File: src/design/wfsa_pkg.sv
// Package: shared types and constants for the word frame sum/add-check encoder.
`default_nettype none
package wfsa_pkg;

  localparam int WORD_W      = 16;
  localparam int COUNT_W     = 5;
  localparam int BYTE_W      = 8;
  localparam int MAX_WORDS_DEF = 16;
  localparam logic [COUNT_W-1:0] COUNT_RESET = 5'd10;

  localparam logic [BYTE_W-1:0] HDR_SYNC = 8'hAA;
  localparam logic [BYTE_W-1:0] HDR_ADDR = 8'hFF;
  localparam logic [BYTE_W-1:0] HDR_FUNC = 8'hF1;

  localparam int QDEPTH  = 2;
  localparam int QPTR_W  = (QDEPTH > 1) ? $clog2(QDEPTH) : 1;
  localparam int QCNT_W  = $clog2(QDEPTH + 1);

  // one classified word waiting for the serializer
  typedef struct packed {
    logic [WORD_W-1:0] word;
    logic              opens;
    logic              closes;
    logic [BYTE_W-1:0] len;
  } ent_t;

  typedef enum logic [2:0] {
    PH_SYNC,
    PH_ADDR,
    PH_FUNC,
    PH_LEN,
    PH_LO,
    PH_HI,
    PH_SUM,
    PH_ADD
  } phase_t;

endpackage
`default_nettype wire

File: src/design/wfsa_front.sv
// Front end: word count register, frame position tracking and word classification.
`default_nettype none
module wfsa_front #(
  parameter int MAX_WORDS = wfsa_pkg::MAX_WORDS_DEF
) (
  input  wire logic                        clk,
  input  wire logic                        rst_n,
  input  wire logic                        cfg_we,
  input  wire logic [wfsa_pkg::COUNT_W-1:0] cfg_word_count,
  input  wire logic                        in_valid,
  output logic                             in_ready,
  input  wire logic [wfsa_pkg::WORD_W-1:0] in_word_value,
  input  wire logic                        q_full,
  output logic                             q_push,
  output wfsa_pkg::ent_t                   q_ent
);
  import wfsa_pkg::*;

  logic [COUNT_W-1:0] word_count_r, word_count_nxt;
  logic [COUNT_W-1:0] word_index_r, word_index_nxt;
  logic               closing;

  always_comb begin
    word_count_nxt = word_count_r;
    if (cfg_we) begin
      if (cfg_word_count == '0) begin
        word_count_nxt = COUNT_W'(1);
      end else if (int'(cfg_word_count) > MAX_WORDS) begin
        word_count_nxt = COUNT_W'(MAX_WORDS);
      end else begin
        word_count_nxt = cfg_word_count;
      end
    end
  end

  assign in_ready = !q_full;
  assign q_push   = in_valid && in_ready;
  assign closing  = ({1'b0, word_index_r} + (COUNT_W+1)'(1)) >= {1'b0, word_count_r};

  always_comb begin
    q_ent.word   = in_word_value;
    q_ent.opens  = (word_index_r == '0);
    q_ent.closes = closing;
    q_ent.len    = {{(BYTE_W-COUNT_W-1){1'b0}}, word_count_r, 1'b0};
  end

  always_comb begin
    word_index_nxt = word_index_r;
    if (q_push) begin
      word_index_nxt = closing ? '0 : word_index_r + COUNT_W'(1);
    end
  end

  always_ff @(posedge clk) begin
    if (!rst_n) begin
      word_count_r <= COUNT_RESET;
      word_index_r <= '0;
    end else begin
      word_count_r <= word_count_nxt;
      word_index_r <= word_index_nxt;
    end
  end

endmodule
`default_nettype wire

File: src/design/wfsa_queue.sv
// Short FIFO of classified words between front end and serializer.
`default_nettype none
module wfsa_queue (
  input  wire logic           clk,
  input  wire logic           rst_n,
  input  wire logic           push,
  input  wire wfsa_pkg::ent_t push_ent,
  input  wire logic           pop,
  output logic                full,
  output logic                head_valid,
  output wfsa_pkg::ent_t      head_ent
);
  import wfsa_pkg::*;

  ent_t              mem_r [QDEPTH];
  logic [QPTR_W-1:0] wr_ptr_r, wr_ptr_nxt;
  logic [QPTR_W-1:0] rd_ptr_r, rd_ptr_nxt;
  logic [QCNT_W-1:0] count_r, count_nxt;

  function automatic logic [QPTR_W-1:0] ptr_inc(input logic [QPTR_W-1:0] p);
    ptr_inc = (int'(p) == QDEPTH - 1) ? '0 : p + QPTR_W'(1);
  endfunction

  assign full       = (int'(count_r) == QDEPTH);
  assign head_valid = (count_r != '0);
  assign head_ent   = mem_r[rd_ptr_r];

  always_comb begin
    wr_ptr_nxt = push ? ptr_inc(wr_ptr_r) : wr_ptr_r;
    rd_ptr_nxt = pop  ? ptr_inc(rd_ptr_r) : rd_ptr_r;
    count_nxt  = count_r;
    if (push && !pop) begin
      count_nxt = count_r + QCNT_W'(1);
    end else if (pop && !push) begin
      count_nxt = count_r - QCNT_W'(1);
    end
  end

  always_ff @(posedge clk) begin
    if (push) begin
      mem_r[wr_ptr_r] <= push_ent;
    end
  end

  always_ff @(posedge clk) begin
    if (!rst_n) begin
      wr_ptr_r <= '0;
      rd_ptr_r <= '0;
      count_r  <= '0;
    end else begin
      wr_ptr_r <= wr_ptr_nxt;
      rd_ptr_r <= rd_ptr_nxt;
      count_r  <= count_nxt;
    end
  end

endmodule
`default_nettype wire

File: src/design/wfsa_back.sv
// Serializer: emits header, payload and check bytes and keeps the sum and add checks.
`default_nettype none
module wfsa_back (
  input  wire logic                        clk,
  input  wire logic                        rst_n,
  input  wire logic                        head_valid,
  input  wire wfsa_pkg::ent_t              head_ent,
  output logic                             pop,
  output logic                             out_valid,
  input  wire logic                        out_ready,
  output logic [wfsa_pkg::BYTE_W-1:0]      out_frame_byte,
  output logic                             out_end_of_item,
  output logic                             out_end_of_frame
);
  import wfsa_pkg::*;

  phase_t            phase_r, phase_nxt, eff;
  logic              start_r, start_nxt;
  logic [BYTE_W-1:0] sum_r, sum_nxt, add_r, add_nxt;
  logic              out_valid_r, out_valid_nxt;
  logic [BYTE_W-1:0] out_byte_r, out_byte_nxt;
  logic              out_eoi_r, out_eoi_nxt;
  logic              out_eof_r, out_eof_nxt;

  logic              adv, last, summed;
  logic [BYTE_W-1:0] cur_byte, base_sum, base_add;

  // at the start of a word the phase comes from the queue head
  assign eff = start_r ? (head_ent.opens ? PH_SYNC : PH_LO) : phase_r;
  assign adv = head_valid && (!out_valid_r || out_ready);
  assign pop = adv && last;

  // next state
  always_comb begin
    phase_nxt = phase_r;
    start_nxt = start_r;
    if (adv) begin
      if (last) begin
        start_nxt = 1'b1;
      end else begin
        start_nxt = 1'b0;
        case (eff)
          PH_SYNC: phase_nxt = PH_ADDR;
          PH_ADDR: phase_nxt = PH_FUNC;
          PH_FUNC: phase_nxt = PH_LEN;
          PH_LEN:  phase_nxt = PH_LO;
          PH_LO:   phase_nxt = PH_HI;
          PH_HI:   phase_nxt = PH_SUM;
          PH_SUM:  phase_nxt = PH_ADD;
          default: phase_nxt = PH_SYNC;
        endcase
      end
    end
  end

  // outputs of the current phase
  always_comb begin
    cur_byte = sum_r;
    summed   = 1'b1;
    last     = 1'b0;
    case (eff)
      PH_SYNC: cur_byte = HDR_SYNC;
      PH_ADDR: cur_byte = HDR_ADDR;
      PH_FUNC: cur_byte = HDR_FUNC;
      PH_LEN:  cur_byte = head_ent.len;
      PH_LO:   cur_byte = head_ent.word[7:0];
      PH_HI: begin
        cur_byte = head_ent.word[15:8];
        last     = !head_ent.closes;
      end
      PH_SUM: begin
        cur_byte = sum_r;
        summed   = 1'b0;
      end
      default: begin
        cur_byte = add_r;
        summed   = 1'b0;
        last     = 1'b1;
      end
    endcase
  end

  always_comb begin
    base_sum = (eff == PH_SYNC) ? '0 : sum_r;
    base_add = (eff == PH_SYNC) ? '0 : add_r;
    sum_nxt  = sum_r;
    add_nxt  = add_r;
    if (adv && summed) begin
      sum_nxt = base_sum + cur_byte;
      add_nxt = base_add + base_sum + cur_byte;
    end
  end

  always_comb begin
    out_valid_nxt = out_valid_r;
    out_byte_nxt  = out_byte_r;
    out_eoi_nxt   = out_eoi_r;
    out_eof_nxt   = out_eof_r;
    if (adv) begin
      out_valid_nxt = 1'b1;
      out_byte_nxt  = cur_byte;
      out_eoi_nxt   = last;
      out_eof_nxt   = (eff == PH_ADD);
    end else if (out_ready) begin
      out_valid_nxt = 1'b0;
    end
  end

  assign out_valid        = out_valid_r;
  assign out_frame_byte   = out_byte_r;
  assign out_end_of_item  = out_eoi_r;
  assign out_end_of_frame = out_eof_r;

  always_ff @(posedge clk) begin
    sum_r      <= sum_nxt;
    add_r      <= add_nxt;
    out_byte_r <= out_byte_nxt;
    out_eoi_r  <= out_eoi_nxt;
    out_eof_r  <= out_eof_nxt;
    phase_r    <= phase_nxt;
  end

  always_ff @(posedge clk) begin
    if (!rst_n) begin
      start_r     <= 1'b1;
      out_valid_r <= 1'b0;
    end else begin
      start_r     <= start_nxt;
      out_valid_r <= out_valid_nxt;
    end
  end

endmodule
`default_nettype wire

File: src/design/word_frame_sum_add_check_encoder_core.sv
// An accepted word is held in the word queue, then its first byte in the output register.
// Throughput: one byte per cycle from the serializer while a word is queued and out_ready is
// high; 2 bytes per word mid-frame, plus 4 header bytes on a frame's first word and 2 check
// bytes on its last. A 2-entry word queue decouples input acceptance from byte output.
// Reset (rst_n, synchronous): word count 10, frame position 0, queue and output register empty.
`default_nettype none
module word_frame_sum_add_check_encoder_core #(
  parameter int MAX_WORDS = wfsa_pkg::MAX_WORDS_DEF
) (
  input  wire logic                         clk,
  input  wire logic                         rst_n,
  input  wire logic                         cfg_we,
  input  wire logic [wfsa_pkg::COUNT_W-1:0] cfg_word_count,
  input  wire logic                         in_valid,
  output logic                              in_ready,
  input  wire logic [wfsa_pkg::WORD_W-1:0]  in_word_value,
  output logic                              out_valid,
  input  wire logic                         out_ready,
  output logic [wfsa_pkg::BYTE_W-1:0]       out_frame_byte,
  output logic                              out_end_of_item,
  output logic                              out_end_of_frame
);
  import wfsa_pkg::*;

  logic q_full, q_push, q_pop, q_head_valid;
  ent_t q_ent, q_head;

  wfsa_front #(.MAX_WORDS(MAX_WORDS)) u_front (
    .clk            (clk),
    .rst_n          (rst_n),
    .cfg_we         (cfg_we),
    .cfg_word_count (cfg_word_count),
    .in_valid       (in_valid),
    .in_ready       (in_ready),
    .in_word_value  (in_word_value),
    .q_full         (q_full),
    .q_push         (q_push),
    .q_ent          (q_ent)
  );

  wfsa_queue u_queue (
    .clk        (clk),
    .rst_n      (rst_n),
    .push       (q_push),
    .push_ent   (q_ent),
    .pop        (q_pop),
    .full       (q_full),
    .head_valid (q_head_valid),
    .head_ent   (q_head)
  );

  wfsa_back u_back (
    .clk              (clk),
    .rst_n            (rst_n),
    .head_valid       (q_head_valid),
    .head_ent         (q_head),
    .pop              (q_pop),
    .out_valid        (out_valid),
    .out_ready        (out_ready),
    .out_frame_byte   (out_frame_byte),
    .out_end_of_item  (out_end_of_item),
    .out_end_of_frame (out_end_of_frame)
  );

endmodule
`default_nettype wire
File: config.mk
export PLATFORM = sky130hd
export DESIGN_NAME = word_frame_sum_add_check_encoder_core
export DESIGN_NICKNAME = d
export VERILOG_FILES = /design/src/design/wfsa_pkg.sv /design/src/design/wfsa_front.sv /design/src/design/wfsa_queue.sv /design/src/design/wfsa_back.sv /design/src/design/word_frame_sum_add_check_encoder_core.sv
export SDC_FILE = /design/constraint.sdc
export NUM_CORES = 1
export LEC_CHECK = 0
export BUFFER_PORTS_ARGS = -buffer_cell sky130_fd_sc_hd__buf_2
export CAP_MARGIN = 20
export CORE_AREA = 2 2 90 92
export CTS_BUF_LIST = sky130_fd_sc_hd__clkbuf_4 sky130_fd_sc_hd__clkbuf_8
export DETAILED_ROUTE_END_ITERATION = 8
export DIE_AREA = 0 0 92 94
export PLACE_DENSITY = 0.91
export SYNTH_ARGS = -nofsm -noshare
export SYNTH_HDL_FRONTEND = slang
export SYNTH_SLANG_ARGS = --single-unit
File: constraint.sdc
create_clock -name clk -period 4.5 [get_ports clk]
set_input_delay 0.675 -clock clk [delete_from_list [all_inputs] [get_ports clk]]
set_output_delay 0.675 -clock clk [all_outputs]
set_load 0.05 [all_outputs]
==> results <==
- The cell count after synthesis came out at around 360.
- The synthesized area per cell is 12.7 sq um.
- In the layout the commonest cells are sky130_fd_sc_hd__edfxtp_1 (75), sky130_fd_sc_hd__buf_2 (37), sky130_fd_sc_hd__nand2_1 (24), sky130_fd_sc_hd__ha_1 (24), sky130_fd_sc_hd__inv_1 (23).
- The cell at the root of the clock tree is sky130_fd_sc_hd__clkbuf_8.
- The growth of design area from synthesis to finish is 12.3%.
- The final weighted congestion of routability-driven global placement is between 0.9 and 1.
- The maximum count of clock buffers along a single path is 2.
- The worst path uses roughly 99% of the clock period.
- The predominant post-synthesis flop cell is sky130_fd_sc_hd__edfxtp_1.
- The cell row count is 32.
- The most common cell type on the critical path is sky130_fd_sc_hd__a21oi_1.
- The cell depth of the worst min-delay path is 1.
- Summing the areas of all fa, ha and maj instances in the mapped netlist gives approximately a tenth of the synthesized area.
- The tightest min-delay check is of the primary input to flop type.
- The insertion delay of the later-clocked pin in the worst-skew pair is 0.37 ns.
- Yosys mapped a number of flops with a built-in enable equal to 75.
- The net count of the mapped netlist is between 400 and 500.
- The maximum level of the CTS H-tree is 3.
- The flop and latch count out of synthesis is between 90 and 100.
- The portion of synthesized area spent on multiplexers is 4.81%.
- The number of diodes added for antenna fixing is 0.
- The number of buffer cells added on primary ports is 37.
- The xor and xnor area share after synthesis is 3.97%.
- Setup violations remaining at the end of the flow were counted as 0.
- The number of optimization iterations in the first detailed-route pass is 5.
- After synthesis, the largest family of logic cells by area is compound AO/OA/AOI/OAI gates.
- The endpoint with the worst hold slack is u_queue.mem_r[1][15].
- For this run, the number of Yosys warnings is 0.
- The count of endpoints failing hold in the final timing report is 0.
- After synthesis, the cell types taking the most area are sky130_fd_sc_hd__edfxtp_1 (49%), sky130_fd_sc_hd__dfxtp_1 (7.3%), sky130_fd_sc_hd__ha_1 (6.8%).
- The worst-case headroom to the max-slew limit is 60.3%.
- The area of the die is 8650 sq um.
- The signal on the critical path passes through inv_1, nand2_1, ha_1, buf_4, a221oi_1, a21oi_1, a2111oi_1, nor3_2, fa_1, fa_1, a21o_1, a21oi_1, o21bai_1, a21oi_1, xnor2_1, xnor2_1.
- Broken down by cell family, the worst path's largest delay share belongs to compound AO/OA/AOI/OAI gates.
- The placed instances occupy a cell area of 4970 sq um.
- Global routing finished with a remaining overflow of 0.
- The width of the die is 92 microns.
- Together, buffers and inverters on the worst path number 2.
- The fraction of synthesized cell area taken by the top area cell type is 48.6%.
- The kind of start point of the critical path is a flop.
- The clock transition time at the flip-flop clock pins of the worst setup and hold paths is 0.09 ns.
- Static timing analysis puts the maximum clock frequency at between 200 and 250 MHz.
- The simple-gate share of the synthesized area is 9.83%.
- The average detailed-routed wire length per instance is between 15 and 20 microns.
- The top fanout value on the critical path is 13.
- The master of the slowest instance on the critical path is sky130_fd_sc_hd__fa_1.
- The routed wire length is ~9400 microns.
- After the last flow step, the layout net total stands at between 400 and 500.
- Measured along the y axis, the die boundary spans 94 microns.
- Setup slack on the worst reg-to-reg path comes out at just under 0.03 ns.
- Summing the areas of all compound-gate instances in the mapped netlist gives about an eighth of the synthesized area.
- The run finished with clean final reports.
- The initial antenna violation count was 0.
- For this block, the initial DRC count from the detailed router was approximately 250.
- Of all cell types, the one taking the most synthesized area is sky130_fd_sc_hd__edfxtp_1.
- Pin placement for this block handled 38 I/O pins.
- For this run, design rule violations remaining after detail routing come to 0.
- Once detail routing completed, the nets flagged for antenna violations numbered 0.
- After synthesis the cells add up to 4630 sq um.
- The final count of pins violating max slew came to 0.
- The overall global routing resource usage is 23.1%.
- The half-perimeter wire length after detailed placement is 6620 microns.
- The largest stage delay on the critical path is roughly 0.53 ns.
- The first global-routing pass estimated 15000 microns of wire.
- The worst setup path is of the flop to flop kind.
- The type of element capturing the critical path is a flop.
- Summing all non-filler instances in the final layout gives an area of roughly 5200 sq um.
- The worst-margin pin slew is 0.588 ns.
- The number of cells on the worst reg-to-reg path is 16.
- The count of different cell masters after synthesis is 58.
- In this run the critical register-to-register path is launched from u_back.start_r.
- The pin count of the biggest net entering global routing is 23.
- The routed layout has 3096 vias.
- In the routed layout, each cell is associated on average with a via count of between 5 and 6.
- The most common library cell in the layout ignoring fill and taps is sky130_fd_sc_hd__edfxtp_1.
- The CTS sink count is between 90 and 100.
- The CTS buffer count is 9.
- The area inside the core boundary is 7610 sq um.
- The arrival time reported for the critical path endpoint is 4.59 ns.
- The number of filler cells placed in the layout is 506.
- The launch instance of the worst min-delay path is in_word_value[8].
- Sequential elements use between 50% and 60% of the synthesized area.
- STA puts the critical path data required time at 4.62 ns.
- The number of global-route vias before repair came to 3037.
- The worst path needs approximately 4.5 ns of the cycle, external delays included.
- Across the run, the number of max-cap violations was 0.
- In this run the critical register-to-register path is captured at u_back.add_r[7].
- Cells fill 68.4% of the core in the end.
- The post-route netlist has about 22% of its cells at a drive strength greater than 1.
- TritonCTS built the clock tree.
- The post-route clock skew is 0.0104 ns.
- The effective utilization at floorplan is between 60% and 70%.
- For this run, asynchronously set or reset flops after synthesis account for 0%.
==> sequential cells by signal, indices dropped and copies added, names as in the netlist, 2 cells and up, named ones only <==
signal	count
u_back.phase_r	3
u_queue.mem_r	46
u_back.out_frame_byte	8
u_back.sum_r	8
u_front.word_count_r	5
u_queue.count_r	2
u_front.word_index_r	5
u_back.add_r	8
==> repair_timing <==
item                       4_1_cts  5_1_grt
gates resized for setup          0        4
buffers inserted                 0        2
setup endpoints to repair        0        1
hold buffers                     0        0
==> how the worst max path moves through the flow <==
stage | start | to | slack (ns) | cells past startpoint
finish | u_back.start_r | u_back.add_r[7] | 0.03 | 16
global route | u_back.start_r | u_back.add_r[7] | -0.13 | 16
CTS | u_back.start_r | u_back.add_r[7] | 0.09 | 17
detailed placement | u_back.start_r | u_back.add_r[7] | 0.08 | 17
global placement | u_back.start_r | u_back.add_r[7] | 0.36 | 17
floorplan | u_back.start_r | u_back.add_r[7] | 0.48 | 18
==> stage by stage <==
| stage | TNS [ns] | setup WS [ns] | instances | hold slack (ns) |
|---|---|---|---|---|
| 6_report | 0 | 0.0288 | 517 | 0.485 |
| 5_1_grt | -0.135 | -0.135 | 517 | 0.471 |
| 4_1_cts | 0 | 0.0890 | 515 | 0.482 |
| 3_5_place_dp | 0 | 0.0786 | 499 | 0.459 |
| 3_3_place_gp | 0 | 0.361 | 497 | 0.442 |
| 2_1_floorplan | 0 | 0.479 | 364 | 0.426 |
==> synth_stat cells, drive strengths merged (2+ instances only) <==
cell,count
dfxtp,17
ha,25
a221o,2
o21ai,10
and2,14
o21a,5
a22oi,2
fa,9
nor2b,3
a21oi,20
buf,4
nand2b,6
xnor2,14
inv,24
mux2i,5
nor2,18
a21boi,3
o21bai,3
nand4,2
a32oi,2
a2111oi,4
o211ai,4
nand3,6
xor2,7
a221oi,3
nor3,7
a31oi,4
edfxtp,75
nand4b,2
a21o,5
clkbuf,7
nand2,25
mux2,15
==> layer usage <==
layer	global-route usage, %	wire length (microns)
met1	28.5	3750
met2	39.5	4680
met3	5.30	616
met4	9.33	327
met5	0	0
==> layout make-up <==
cell class	instances	area, sq um	area share [%]
clock buffers	10	131	2.53
well taps	102	128	2.45
repair buffers	46	268	5.15
clock inverters	6	70.1	1.35
flip-flops and latches	92	2590	49.8
multi-input cells	236	1920	36.9
inverters	25	93.8	1.80
==> cells by family (layout without fill, tap and decap cells) <==
logic type               after synthesis  after routing
AO/OA/AOI/OAI                         72             72
XOR/XNOR                              21             21
adder cells (fa/ha/maj)               34             34
multiplexers                          20             20
AND/OR/NAND/NOR                       89             89
buffers and inverters                 36             87
flip-flops                            92             92
Power is not shown: default switching activity piles up to over one toggle a cycle in this logic, so the estimate is an artifact.
